===== config.mk =====
export PLATFORM = sky130hd
export DESIGN_NAME = ictf_divu
export DESIGN_NICKNAME = d
export VERILOG_FILES = /design/src/sv/ictf_divu.sv
export SDC_FILE = /design/constraint.sdc
export NUM_CORES = 1
export LEC_CHECK = 0
export BUFFER_PORTS_ARGS = -buffer_cell sky130_fd_sc_hd__clkbuf_2
export CAP_MARGIN = 20
export CORE_UTILIZATION = 33
export CTS_CLUSTER_SIZE = 28
export DETAILED_ROUTE_END_ITERATION = 6
export PLACE_DENSITY = 0.58
export SLEW_MARGIN = 10
export SYNTH_ARGS = -nofsm -noshare
export SYNTH_HDL_FRONTEND = slang
export SYNTH_SLANG_ARGS = --single-unit
export TNS_END_PERCENT = 20

===== constraint.sdc =====
create_clock -name clk -period 4.9 [get_ports clk]
set_input_delay 0.245 -clock clk [delete_from_list [all_inputs] [get_ports clk]]
set_output_delay 0.245 -clock clk [all_outputs]
set_load 0.05 [all_outputs]

===== src/sv/ictf_divu.sv =====
`default_nettype none
// Restoring divider by a constant 1e6, one quotient bit per cycle.
module ictf_divu (
  input  wire logic        clk,
  input  wire logic        rst_n,
  input  wire logic        start,
  input  wire logic [63:0] dividend,
  output logic             done,
  output logic [63:0]      quot
);
  localparam logic [20:0] Den = 21'd1000000;
  logic [63:0] q_r, q_nxt;
  logic [20:0] rem_r, rem_nxt;
  logic [21:0] sh;
  logic [6:0]  c_r, c_nxt;
  logic        busy_r, busy_nxt, done_r, done_nxt;

  always_comb begin
    sh = {rem_r, q_r[63]};
    q_nxt = q_r; rem_nxt = rem_r; c_nxt = c_r; busy_nxt = busy_r; done_nxt = 1'b0;
    if (start) begin
      q_nxt = dividend; rem_nxt = '0; c_nxt = '0; busy_nxt = 1'b1;
    end else if (busy_r) begin
      if (sh >= {1'b0, Den}) begin
        rem_nxt = 21'(sh - {1'b0, Den});
        q_nxt   = {q_r[62:0], 1'b1};
      end else begin
        rem_nxt = sh[20:0];
        q_nxt   = {q_r[62:0], 1'b0};
      end
      c_nxt = c_r + 7'd1;
      if (c_r == 7'd63) begin
        busy_nxt = 1'b0;
        done_nxt = 1'b1;
      end
    end
  end

  always_ff @(posedge clk) begin
    if (!rst_n) begin
      busy_r <= 1'b0; done_r <= 1'b0; c_r <= '0;
    end else begin
      busy_r <= busy_nxt; done_r <= done_nxt; c_r <= c_nxt;
    end
    q_r <= q_nxt; rem_r <= rem_nxt;
  end

  assign done = done_r;
  assign quot = q_r;

  a_rem: assert property (@(posedge clk) disable iff (!rst_n)
    busy_r |-> rem_r < Den) else $error("div remainder too large");
  a_done: assert property (@(posedge clk) disable iff (!rst_n)
    done |-> !busy_r) else $error("div done while busy");
  a_start: assert property (@(posedge clk) disable iff (!rst_n)
    start |=> busy_r) else $error("div did not start");
endmodule
`default_nettype wire

Word-level counts from Yosys, hierarchy flattened
Index checks and enable logic that the tools add are counted.
- order comparisons: 1
- muxes and demuxes: 8
- $add $sub $neg: 2
- bitwise gates (word level): 2
- reduce and logical (&&, ||, !) cells: 3
- equality and inequality tests: 1
- operators by type and width (cell ; count):
    2-to-1 mux 64 bit ; 2
    >= comparator 22 x 20 -> 1 bit (second input constant) ; 1
    2-to-1 mux 21 bit ; 1
    subtractor 21 x 20 -> 21 bit (second input constant) ; 1
    adder 7 x 1 -> 7 bit (second input constant) ; 1
    == test 7 x 6 -> 1 bit (second input constant) ; 1
    2-to-1 mux 1 bit ; 5
    OR reduction 3 bit ; 1
    inverter 1 bit ; 2
    nonzero test 2 bit ; 1
    OR reduction 2 bit ; 1
- register bits: 94
- word-level logic and storage cells: 22

Depth between registers and ports, before layout
- depth in word-level cells: 4
- gate-level depth with buffers: 7

Least setup slack after synthesis
OpenSTA, ideal clock, no wires.
- path type: register -> register
- from: reg busy_r
- to: reg q_r[0] (netlist: quot[0]) (enable)
- buffers on the path: 1
- arrival: 2.056 ns
- stages on the path, launching flop included: 4
- setup time: 0.420 ns
- path slack: 2.424 ns
- cells stage by stage: dfxtp_1 clkbuf_1 nor2_1 inv_1
- word-level cells in the longest chain between the ends: 1
- RTL lines (item ; RTL line ; RTL):
    from (decl) ; 16 ; logic busy_r, busy_nxt, done_r, done_nxt;
    from (signal assigned) ; 43 ; busy_r <= busy_nxt; done_r <= done_nxt; c_r <= c_nxt;
    nonzero test 2 bit (no line) ; - ;
    to (signal assigned) ; 45 ; q_r <= q_nxt; rem_r <= rem_nxt;
    to (decl) ; 12 ; logic [63:0] q_r, q_nxt;
No other way between the ends.
A chain may end at the register's enable or synchronous reset.

Final worst setup path
- from: reg rem_r[6]
- to: reg rem_r[15]
- word-level cells in the longest chain between the ends: 2
- RTL lines (item ; RTL line ; RTL):
    from (decl) ; 13 ; logic [20:0] rem_r, rem_nxt;
    from (signal assigned) ; 45 ;
    subtractor 21 x 20 -> 21 bit / >= comparator 22 x 20 -> 1 bit (equally long branches) ; 25, 24 ;
    2-to-1 mux 21 bit * ; 24 ; if (sh >= {1'b0, Den}) begin
Mark *: on every way between the ends. The rest lies on a longest branch, timed or not.

==> run summary <==
Fill cells - 1172
Clk_skew - 0.007388 ns
Clk buf depth - 2
Initial DRC count - 142
Pre-Repair DR Iteration Count - 4
Seq/Total Area, Yosys - 60.02%
Period utilisation layout - 44.55%
Slew HR - 34.22%
CORE AREA - 12210 µm²
Fin. max-slew vios - 0
Tmin final - 2.183 ns
DPL Wire Length - 5.970 mm
Clock slew seen by the registers of the worst setup and hold paths - 0.06 ns
Most frequent cells after synthesis - 64 x edfxtp_1, 64 x mux2_2, 30 x dfxtp_1
Total of max-cap violations - 0
Crit path max-delay cell type - or4b_4
Top Ports - 132
Flop2flop setup slack - 2.72 ns
R2r startpoint - rem_r[6]$_SDFFE_PP0P_
Area of the multi-input gates - 1585 µm²
Final hold vios - 0
Setup crit end kind - flip-flop
Initial antenna violation count - 0
Maximum vdd drop - 0.2217 mV
Largest net degree at the start of global routing - 83
Global route overflow - 0
Die height - 114.9 µm
Layout cell share with drive strength beyond 1 - 49.44%
CP endpoint - rem_r[15]$_SDFFE_PP0P_
RSZ-0062 raised after global routing - false
Ys Warns - 0
Synthesis-to-finish area growth - 25.96%
RePlAce Congestion - 0.7262
Worst skew pair latency - 0.34 ns
PD cells - 376.2 nW/µm²
Via count - 2862
Syn Inst Count - 308
Post-CTS sizing - 0
Post-synth EDFFs - 64
Startpoint types - flip-flop
Leakage - 2.117 nW
CP cell instances - inv_1 > ha_1 > or4b_4 > nor3_4 > o21ai_2 > or2_1 > a311oi_2
Top FF cell, synth - edfxtp_1
Critical R2R Capture - rem_r[15]$_SDFFE_PP0P_
First-pass GRT wire length - 13.98 mm
Crit path arrival time - 2.43 ns
Post-Syn Area - 4203 µm²
Worst hold path type - input pin to flip-flop
Die Span X - 114.9 µm
Syn nets - 378
#FFs+latches synth - 94
Worst R2R Path Depth - 7
Initial Utilization - 34.42%
# diodes - 0
Routed WL per cell - 14.16 µm
Nets@finish - 508
Crit Path Class - flip-flop to flip-flop
# hold bufs at CTS - 0
Setup tns final - 0 ns
CTS tree - yes
CP startpoint - rem_r[6]$_SDFFE_PP0P_
Max Clk Rate - 458.1 MHz
Critical path required time - 5.15 ns
ANT nets after route - 0
Syn avg cell area - 13.65 µm²
Outcome - finished, final reports clean
Crit-path max cell delay - 0.46 ns
Wirelength, routed - 8.650 mm
Root Buffer - clkbuf_16
Std cell rows - 40
Vias in the first global route - 2894
DRC viols - 0
Synth top area share - 45.73%
Pre-CTS setup slack - 2.752 ns
Via density - 4.684
Crit path max fanout - 10
Die area - 13190 µm²
Async SR Flop Fraction - 0%
CTS H-tree lvls - 3
Sequential cell area - 2522 µm²
Least-Margin Pin Slew - 0.9868 ns
Dominant cell type by area after synthesis - edfxtp_1
Setup ws final - 2.717 ns
Final setup viols - 0
Clk sink count - 94
Yosys cell types - 42
Port bufs - 131
Postcts setup bufs - 0
CTS buffer count - 9
Largest cells by area after synthesis - edfxtp_1 46%, mux2_2 17%, dfxtp_1 14%
GRT Resource Usage Total - 13.64%
-- cells in the final DEF, fill, tap and decap left out, types with 5 or more instances in the layout --
cell       count
inv_1          9
clkbuf_2     130
mux2_2        64
a211oi_1       5
nand2_1       11
a21oi_1        6
o21ai_0        9
o211ai_1       7
o22ai_1        5
nor2_1        19
dfxtp_1       30
xor2_1         9
mux2i_1       11
clkbuf_16      9
edfxtp_1      64
-- power breakdown --
group          total [mW]  leakage, nW  internal, mW  switching [mW]
registers           0.966        0.887         0.928          0.0381
clock network       0.619        0.125         0.337           0.282
logic               0.406         1.10         0.117           0.289
total                1.99         2.12          1.38           0.609
-- metal layers --
layer / vias up / GRT usage, % / wire, µm
met5: - / 0 / 0
met4: 0 / 4.935 / 107
met2: 85 / 20.92 / 3887
met1: 1347 / 17.39 / 3975
li1: 1423 / - / -
met3: 7 / 5.430 / 680
-- worst max-delay path, delay by kind of cell, from the launching register on --
family / cells / cell delay (ns)
AOI/OAI and AO/OA: 2 / 0.39
adders and majority gates: 1 / 0.14
buffers and inverters: 1 / 0.10
DFF: 1 / 0.32
and+or+nand+nor: 3 / 1.14
-- registers in the layout, summed over array words and instances, names as in the netlist --
signal / count
quot: 64
rem_r: 21
busy_r: 1
c_r: 7
done: 1
-- logic make-up (layout without fill, tap and decap cells) --
logic type	Yosys count	after routing	share of synthesized area [%]
DFF	94	94	60.02
muxes	75	75	19.77
and+or+nand+nor	55	55	6.847
AOI/OAI and AO/OA	43	43	7.502
buffers and inverters	25	160	2.263
xor gates and xnor gates	13	13	2.709
adders and majority gates	3	3	0.8932
-- through the flow --
| step | std cells | instance area, µm² | power, mW | util, % | hold slack, ns |
|---|---|---|---|---|---|
| floorplan | 308 | 4203 | 1.284 | - | 0.3732 |
| global placement | 595 | 5036 | 1.390 | 41.24 | 0.4641 |
| detailed placement | 595 | 5036 | 1.392 | 41.24 | 0.4724 |
| CTS | 611 | 5294 | 2.014 | 43.35 | 0.1674 |
| global route | 611 | 5294 | 2.070 | 43.35 | 0.1810 |
| finish | 611 | 5294 | 1.992 | 43.35 | 0.1888 |
-- worst min path at each step --
stage	endpoint	slack, ns	start	cells after the start
6_report	busy_r$_SDFF_PN0_	0.19	rst_n	2
5_1_grt	busy_r$_SDFF_PN0_	0.18	rst_n	2
4_1_cts	busy_r$_SDFF_PN0_	0.17	rst_n	2
3_5_place_dp	c_r[6]$_SDFFE_PP0P_	0.47	c_r[6]$_SDFFE_PP0P_	2
3_3_place_gp	c_r[6]$_SDFFE_PP0P_	0.46	c_r[6]$_SDFFE_PP0P_	2
2_1_floorplan	busy_r$_SDFF_PN0_	0.37	rst_n	1
-- layout make-up --
type                            count  share of cell area, %
Multi-Input combinational cell    189                  29.95
Inverter                           10                 0.7091
Sequential cell                    94                  47.65
Clock buffer                       10                  4.325
Clock inverter                      6                 0.5436
Tap cell                          168                  3.971
Timing Repair Buffer              134                  12.86
Power figures use the tool's default switching activity.
