### src/sv/ictf_sqrt.sv
`default_nettype none
// Bit-serial floor square root: two radicand bits per cycle.
module ictf_sqrt (
  input  wire logic        clk,
  input  wire logic        rst_n,
  input  wire logic        start,
  input  wire logic [47:0] radicand,
  output logic             done,
  output logic [23:0]      root
);
  logic [47:0] rad_r, rad_nxt;
  logic [25:0] rem_r, rem_nxt;
  logic [23:0] root_r, root_nxt;
  logic [4:0]  cnt_r, cnt_nxt;
  logic        busy_r, busy_nxt;
  logic [25:0] trial;
  logic [25:0] rem_sh;

  always_comb begin
    rem_sh   = {rem_r[23:0], rad_r[47:46]};
    trial    = {root_r, 2'b01};
    rad_nxt  = rad_r;
    rem_nxt  = rem_r;
    root_nxt = root_r;
    cnt_nxt  = cnt_r;
    busy_nxt = busy_r;
    if (start) begin
      rad_nxt  = radicand;
      rem_nxt  = '0;
      root_nxt = '0;
      cnt_nxt  = 5'd0;
      busy_nxt = 1'b1;
    end else if (busy_r) begin
      rad_nxt = {rad_r[45:0], 2'b00};
      if (rem_sh >= trial) begin
        rem_nxt  = rem_sh - trial;
        root_nxt = {root_r[22:0], 1'b1};
      end else begin
        rem_nxt  = rem_sh;
        root_nxt = {root_r[22:0], 1'b0};
      end
      cnt_nxt = cnt_r + 5'd1;
      if (cnt_r == 5'd23) busy_nxt = 1'b0;
    end
  end

  always_ff @(posedge clk) begin
    if (!rst_n) begin
      busy_r <= 1'b0;
      cnt_r  <= '0;
    end else begin
      busy_r <= busy_nxt;
      cnt_r  <= cnt_nxt;
    end
    rad_r  <= rad_nxt;
    rem_r  <= rem_nxt;
    root_r <= root_nxt;
  end

  logic busy_d_r;
  always_ff @(posedge clk) begin
    if (!rst_n) busy_d_r <= 1'b0;
    else        busy_d_r <= busy_r;
  end
  assign done = busy_d_r && !busy_r;
  assign root = root_r;

  a_cnt_range: assert property (@(posedge clk) disable iff (!rst_n)
    busy_r |-> cnt_r <= 5'd23) else $error("sqrt count overrun");
  a_done_once: assert property (@(posedge clk) disable iff (!rst_n)
    done |=> !done) else $error("sqrt done twice");
  a_busy_start: assert property (@(posedge clk) disable iff (!rst_n)
    start |=> busy_r) else $error("sqrt did not start");
endmodule
`default_nettype wire

### config.mk
export PLATFORM = sky130hd
export DESIGN_NAME = ictf_sqrt
export DESIGN_NICKNAME = d
export VERILOG_FILES = /design/src/sv/ictf_sqrt.sv
export SDC_FILE = /design/constraint.sdc
export NUM_CORES = 1
export LEC_CHECK = 0
export ABC_AREA = 1
export BUFFER_PORTS_ARGS = -buffer_cell sky130_fd_sc_hd__buf_2
export CAP_MARGIN = 20
export CELL_PAD_IN_SITES_DETAIL_PLACEMENT = 1
export CELL_PAD_IN_SITES_GLOBAL_PLACEMENT = 2
export CORE_ASPECT_RATIO = 1.2
export CORE_MARGIN = 2
export CORE_UTILIZATION = 30
export DETAILED_ROUTE_END_ITERATION = 7
export PLACE_DENSITY_LB_ADDON = 0.1
export SLEW_MARGIN = 20
export SYNTH_ARGS = -nofsm -noshare
export SYNTH_HDL_FRONTEND = slang
export SYNTH_SLANG_ARGS = --single-unit
export TNS_END_PERCENT = 1
### constraint.sdc
create_clock -name clk -period 6.3 [get_ports clk]
set_input_delay 1.26 -clock clk [delete_from_list [all_inputs] [get_ports clk]]
set_output_delay 1.26 -clock clk [all_outputs]
set_load 0.05 [all_outputs]
== Word-level counts from Yosys, hierarchy flattened ==
Index checks and enable logic that the tools add are counted.

* Register bits: 103
* Bits in latches: 0
* RAM bits: 0
* ROM bits: 0
* Output and inout port bits: 25
* Logic and storage cells: 22
* Memories: 0

* $add $sub $neg: 2
* Multiply operators: 0
* Div/mod/pow operators: 0
* Order comparisons: 1
* Equal/unequal tests: 1
* Shift operators: 0
* Mux-type cells: 7
* Bitwise gates (word level): 1
* Reduce and logical (&&, ||, !) cells: 4

{| class="wikitable"
|+ Operators by type and width
! cell !! number
|-
| 2-to-1 mux 48 bit || 2
|-
| greater-or-equal comparator 26 bit || 1
|-
| 2-to-1 mux 24 bit || 1
|-
| subtractor 24 bit || 1
|-
| adder 5 x 1 -> 5 bit (second input constant) || 1
|-
| equality test 5 bit (second input constant) || 1
|-
| 2-to-1 mux 1 bit || 4
|-
| nonzero test 2 bit || 1
|-
| OR reduction 2 bit || 1
|-
| logical AND 1 bit || 1
|-
| zero test 1 bit || 1
|-
| NOT 1 bit || 1
|}

== Depth between registers and ports, before layout ==
Gate-level depths: netlist of run 1.

* Depth in word-level cells: 4
* Mapped depth: 16
* Depth with buffers taken out: 16

== Worst setup path before layout of run 1 ==
Ideal clock, no wire load.

* Kind: input-to-reg
* From: input port start
* To: register rad_r[0] (enable)
* Arrival: 3.190 ns
* Required time: 5.869 ns
* Path slack: 2.679 ns
* Stages: 4
* Buffers on the path: 2
* Cells stage by stage: buf_2 -> nor2_1 -> inv_1 -> clkbuf_1

* Cells in the longest elaborated chain, start to end: 1

{| class="wikitable"
|+ RTL lines
! element !! RTL line !! source
|-
| start: declaration || 6 || <nowiki>input wire logic start,</nowiki>
|-
| nonzero test 2 bit (no line) || -- ||
|-
| end signal: assignment || 55 || <nowiki>rad_r <= rad_nxt;</nowiki>
|-
| end: declaration || 11 || <nowiki>logic [47:0] rad_r, rad_nxt;</nowiki>
|}

No other way between the ends.
A chain may end at the register's enable or synchronous reset.

== Final worst setup path of run 1 ==
* From: register root_r[13], in the netlist root[13]
* To: register rem_r[17]

* Cells in the longest elaborated chain, start to end: 2

{| class="wikitable"
|+ RTL lines
! element !! RTL line !! source
|-
| start: declaration || 13 || <nowiki>logic [23:0] root_r, root_nxt;</nowiki>
|-
| start signal: assignment || 57 || <nowiki>root_r <= root_nxt;</nowiki>
|-
| subtractor 24 bit or greater-or-equal comparator 26 bit (tied branches) || 36, 35 ||
|-
| 2-to-1 mux 24 bit (*) || 35 || <nowiki>if (rem_sh >= trial) begin</nowiki>
|-
| end signal: assignment || 56 || <nowiki>rem_r <= rem_nxt;</nowiki>
|-
| end: declaration || 12 || <nowiki>logic [25:0] rem_r, rem_nxt;</nowiki>
|}

Every way passes the cells marked *; elsewhere a longest branch is shown, timed or not.

==> summary.txt, run 1 <==
Setup path
  – CP Launch Type: register
  – Worst Setup End Kind: register
  – Critical path class: reg2reg
  – CP max stage delay: 0.55 ns
  – CP most frequent cell: nor2_1
  – Critical Path AT: 3.07 ns
  – CP Max Fanout: 35
  – CP Cell Sequence: inv_1, ha_1, nand2_1, inv_1, nand2_1, nor2_2, nand4_2, nand3_4, nand2_2, nor2_1, nor2_1, nor2_1
  – CP delay by family, top: simple AND/OR/NAND/NOR gates
  – Max stage delay cell, worst path: nand3_4
  – Worst endpoint required time: 6.59 ns
  – Worst path buffer plus inverter count: 2

Global route
  – M1 GR Usage: 20.38%
  – Gr busiest metal: met2
  – Global-route wire length before repair: 29270 um
  – GR Layer Usage met3: 2.961%
  – Vias in the first global route: 5740
  – Initial antenna violation count: 0
  – Met2 Track Usage GR: 32.43%
  – Gr ovfl total: 0
  – Largest net degree at the start of global routing: 56
  – Total Routing Usage GR: 17.40%

STA
  – Worst Max-Slew Pin Slew: 0.9235 ns
  – Worst Skew: 0.01275 ns
  – # setup viols final: 0
  – RSZ-0062 raised after global routing: no
  – Final worst path period share: 44.19%
  – Tmin final: 2.784 ns
  – Final Max Slew Viols: 0
  – Final worst slack: 3.516 ns
  – Final hold vios: 0
  – Final setup TNS: 0 ns
  – Peak Freq: 0.3592 GHz
  – Relative slew slack: 38.35%

Final layout
  – Commonest non-fill, non-tap cell in the layout: nand2_1
  – Layout Nets: 988
  – Most frequent cells in the layout: nand2_1, inv_1, buf_2
  – Ant diodes: 0
  – Layout cells sized above 1: 14.22%
  – Synthesis-to-finish area growth: 14.73%

Drt
  – DR vias: 5470
  – DR iter-0 viols: 208
  – Routed Antenna Nets: 0
  – Total Wirelength: 18000 um
  – Via density: 4.655
  – DR pass1 iterations: 4
  – DR DRC count: 0
  – Wire per inst: 15.32 um

Pwr
  – Logic pwr share: 49.5%
  – Switching power: 1.240 mW
  – Net Sw Frac: 45.83%
  – Leakage power: 3.598 nW
  – Clock network power share: 20.5%
  – Final Power: 2.705 mW
  – Maximum vdd drop: 0.0002272 V
  – Power Dens Cells: 391.6 nW/um^2
  – Sequential share of power: 30.1%
  – Internal Power: 1.466 mW

Run
  – Total of max-cap violations: 0

Place
  – Post-DP HPWL: 13770 um
  – I/O Buffers: 75
  – Gpl congestion: 0.8556
  – Pre-CTS WS: 3.168 ns

Clock network
  – Post-CTS Setup Bufs: 0
  – Num CTS Buffers: 9
  – Max clock buf depth: 2
  – CTS clk-pin slew, worst paths: 0.08 ns
  – Post-CTS sizing: 0
  – # H-tree levels: 3
  – Skew-Pair Late Insertion Delay: 0.36 ns
  – CTS Hold Bufs: 0
  – Root Driver: clkbuf_16
  – Clock sinks: 103
  – CTS tree: done

Yosys
  – Synth top area cells: edfxtp_1, nand2_1, dfxtp_1
  – Sequential share of the synthesized area: 42.22%
  – Area share of the largest cell type after synthesis: 23.94%
  – Post-Syn Area: 6022 um^2
  – Post-synth top area cell: edfxtp_1
  – Post-synth EDFFs: 48
  – Yosys warns: 0
  – Yosys cell types: 37
  – Primary FF master, synth: dfxtp_1
  – Register bit total from synthesis: 103
  – Syn avg cell area: 7.135 um^2
  – Post-Syn Instances: 844
  – Fraction of registers with async set/reset: 0%
  – Post-Syn Nets: 922

Run status
  – Status: finished, final reports clean

Floorplanning
  – Core box area: 19620 um^2
  – Initial Util: 30.70%
  – Die height: 159.2 um
  – Die Footprint: 21230 um^2
  – Row count: 56
  – IO Count: 76
  – DIE WIDTH: 133.3 um

Hold path
  – Worst hold path type: reg2reg
-- cell families after synthesis --
family,Yosys count,share of synthesized area (%)
AO/OA/AOI/OAI,69,6.607
AND/OR/NAND/NOR,481,33.95
buffers and inverters,155,10.31
adder cells (fa/ha/maj),27,5.610
flip-flops,103,42.22
XOR/XNOR,9,1.309
-- final cells by class --
cell class / count / area, um^2
clock buffers: 9 / 225.2
clock inverters: 6 / 55.05
fillers: 2532 / 12710
inverters: 130 / 488.0
multi-input cells: 586 / 2859
flip-flops and latches: 103 / 2542
well taps: 261 / 326.6
repair buffers: 80 / 412.9
-- final timing paths --
path	slack, ns	to	cells after the start	from
max	3.52	rem_r[17]	12	root[13]
min	0.48	rem_r[3]	2	rem_r[3]
min reg2reg	0.48	rem_r[3]	2	rem_r[3]
max reg2reg	3.52	rem_r[17]	12	root[13]
-- metal layers --
metal / vias up / share of wire [%]
met1: 2574 / 43
met5: - / 0
li1: 2794 / -
met2: 81 / 52
met3: 21 / 3.4
met4: 0 / 1.6
-- metrics by stage --
step | instances | cell area, um^2 | hold WS, ns | util [%]
finish | 1175 | 6909 | 0.4757 | 35.22
detailed placement | 1160 | 6629 | 0.4643 | 33.79
global placement | 1160 | 6629 | 0.4564 | 33.79
global route | 1175 | 6909 | 0.5058 | 35.22
floorplan | 844 | 6022 | 0.4429 | -
CTS | 1175 | 6909 | 0.4771 | 35.22
-- synthesized netlist by cell type, types with 3 or more instances --
cell	instances
nand2_1	345
inv_1	127
dfxtp_1	55
nor2_1	50
edfxtp_1	48
nand3_1	30
ha_1	27
o22ai_1	23
a21oi_1	20
nand4_1	17
clkbuf_1	13
o21ai_0	13
nand2_2	10
xnor2_1	8
nand3_2	7
nor2_2	6
o211ai_1	5
buf_2	4
buf_4	4
nor3_1	4
inv_2	3
o21ai_1	3
-- power by group through the flow --
stage | Clock [mW] | Combinational, mW | Sequential (mW)
after floorplan | 0 | 1.02 | 0.822
after global placement | 0 | 1.34 | 0.828
after detailed placement | 0 | 1.36 | 0.829
after CTS | 0.576 | 1.36 | 0.814
after global routing | 0.592 | 1.54 | 0.821
final | 0.554 | 1.34 | 0.813
-- flip-flops by register name, summed over array words and instances (netlist names) --
signal    count
busy_r        1
cnt_r         5
rad_r        48
root         24
rem_r        24
busy_d_r      1
-- worst min-delay path, stage by stage (launching register included) --
cell	delay, ns
dfxtp_1	0.33
nand2_1	0.06
nand2_1	0.04
(Power assumes the default switching activity.)
==> run 2, diff against run 1 <==
Clock period 6.3 ns to 2.82 ns, I/O delays scaled along.
==> summary.txt, run 2 (synthesis results as in run 1) <==
Run status
  – Status: finished, final reports clean

Global route
  – Total Routing Usage GR: 17.64%
  – Global-route wire length before repair: 29820 um
  – Initial antenna violation count: 0
  – Largest net degree at the start of global routing: 72
  – Gr ovfl total: 0
  – Vias in the first global route: 5856

Floorplanning
  – DIE WIDTH: 133.3 um
  – Initial Util: 30.70%
  – Core box area: 19620 um^2
  – Die height: 159.2 um
  – Row count: 56
  – IO Count: 76
  – Die Footprint: 21230 um^2

Hold path
  – Hold Path Stages: 3
  – Worst hold path type: in2reg

Pwr
  – Power Dens Cells: 881.6 nW/um^2
  – Net Sw Frac: 45.90%
  – Internal Power: 3.327 mW
  – Switching power: 2.823 mW
  – Sequential share of power: 29.6%
  – Maximum vdd drop: 0.0003164 V
  – Logic pwr share: 49.2%
  – Clock network power share: 21.3%
  – Leakage power: 3.635 nW

Final layout
  – Final Non-Filler Cells: 1180
  – Layout cells sized above 1: 14.69%
  – Most frequent cells in the layout: nand2_1, inv_1, buf_2
  – Ant diodes: 0
  – Max reg flops: 48
  – Layout Nets: 992
  – Largest reg by FF count: rad_r
  – Synthesis-to-finish area growth: 15.85%
  – Commonest non-fill, non-tap cell in the layout: nand2_1

Setup path
  – Worst endpoint required time: 3.11 ns
  – Flop2flop setup slack: 0.36 ns
  – CP most frequent cell: nor2_1
  – Critical path class: reg2reg
  – Worst Reg-to-Reg Cells: 12
  – CP max stage delay: 0.44 ns
  – Worst Setup End Kind: register
  – Critical Path AT: 2.76 ns
  – CP Cell Sequence: inv_1, ha_1, nand2_2, nor2_1, nand2_1, nor2_2, nand2_2, nand3_4, nand2_2, nor2_1, nor2_1, nor2_1
  – Max stage delay cell, worst path: ha_1
  – CP Launch Type: register
  – CP Max Fanout: 35

Place
  – Placed cells: 1164
  – Post-DP HPWL: 13720 um
  – I/O Buffers: 75
  – Gpl congestion: 0.8314

Drt
  – Total Wirelength: 18050 um
  – Wire per inst: 15.29 um
  – DR DRC count: 0
  – DR pass1 iterations: 4
  – Routed Antenna Nets: 0
  – DR iter-0 viols: 189
  – DR vias: 5421
  – Via density: 4.594

STA
  – Final worst path period share: 87.37%
  – Final hold vios: 0
  – Worst Max-Slew Pin Slew: 0.5284 ns
  – Final Max Slew Viols: 0
  – Tmin final: 2.464 ns
  – Worst Skew: 0.01252 ns
  – RSZ-0062 raised after global routing: no
  – # setup viols final: 0
  – Peak Freq: 0.4059 GHz
  – Relative slew slack: 64.73%
  – Final setup TNS: 0 ns

Clock network
  – CTS clk-pin slew, worst paths: 0.08 ns
  – Root Driver: clkbuf_16
  – Post-CTS Setup Bufs: 0
  – CTS tree: done
  – CTS Hold Bufs: 0
  – Clock sinks: 103
  – # H-tree levels: 3
  – Max clock buf depth: 2
  – Skew-Pair Late Insertion Delay: 0.36 ns
  – Num CTS Buffers: 9
  – Post-CTS sizing: 0

Run
  – Total of max-cap violations: 0
run 2: per-stage QoR:
| stage | power (mW) | utilization, % | hold slack (ns) | area (um^2) | setup WS [ns] |
|---|---|---|---|---|---|
| 2_1_floorplan | 4.122 | - | 0.4429 | 6023 | 0.5633 |
| 3_3_place_gp | 4.882 | 34.01 | 0.4567 | 6671 | 0.3872 |
| 3_5_place_dp | 4.901 | 34.01 | 0.4682 | 6671 | 0.3631 |
| 4_1_cts | 6.247 | 35.56 | 0.4022 | 6977 | 0.3251 |
| 5_1_grt | 6.699 | 35.56 | 0.4069 | 6977 | 0.1327 |
| 6_report | 6.151 | 35.56 | 0.4144 | 6977 | 0.3562 |
run 2: final timing paths:
| kind | startpoint | to |
|---|---|---|
| hold reg to reg | rem_r[2] | rem_r[2] |
| setup reg to reg | root[14] | rem_r[18] |
| hold / removal | rst_n | busy_d_r |
| setup / recovery | root[14] | rem_r[18] |
run 2: layer usage:
| layer | wire length, um | GRT usage (%) | vias to the layer above |
|---|---|---|---|
| met5 | 0 | 0 | - |
| met4 | 284 | 5.126 | 0 |
| met3 | 467 | 2.706 | 17 |
| met2 | 9013 | 31.44 | 73 |
| met1 | 8281 | 21.89 | 2540 |
| li1 | - | - | 2791 |
run 2: cell type report:
class                           instances  area, um^2
Clock buffer                           10       239.0
Inverter                              130       488.0
Clock inverter                          6       66.31
Sequential cell                       103        2542
Multi-Input combinational cell        586        2859
Tap cell                              261       326.6
Timing Repair Buffer                   84       455.4
Fill cell                            2525       12640
run 2: power by group through the flow:
stage               Sequential [mW]  Clock [mW]  Combinational, mW
global placement               1.85           0               3.03
floorplan                      1.83           0               2.29
CTS                            1.82        1.36               3.06
detailed placement             1.85           0               3.05
finish                         1.82        1.31               3.02
global route                   1.84        1.41               3.44
run 2: critical path: cells and delay by family (launching register included):
family / cells / cell delay, ns
simple gates: 10 / 1.53
fa+ha+maj: 1 / 0.44
flops: 1 / 0.33
buf+inv: 1 / 0.08
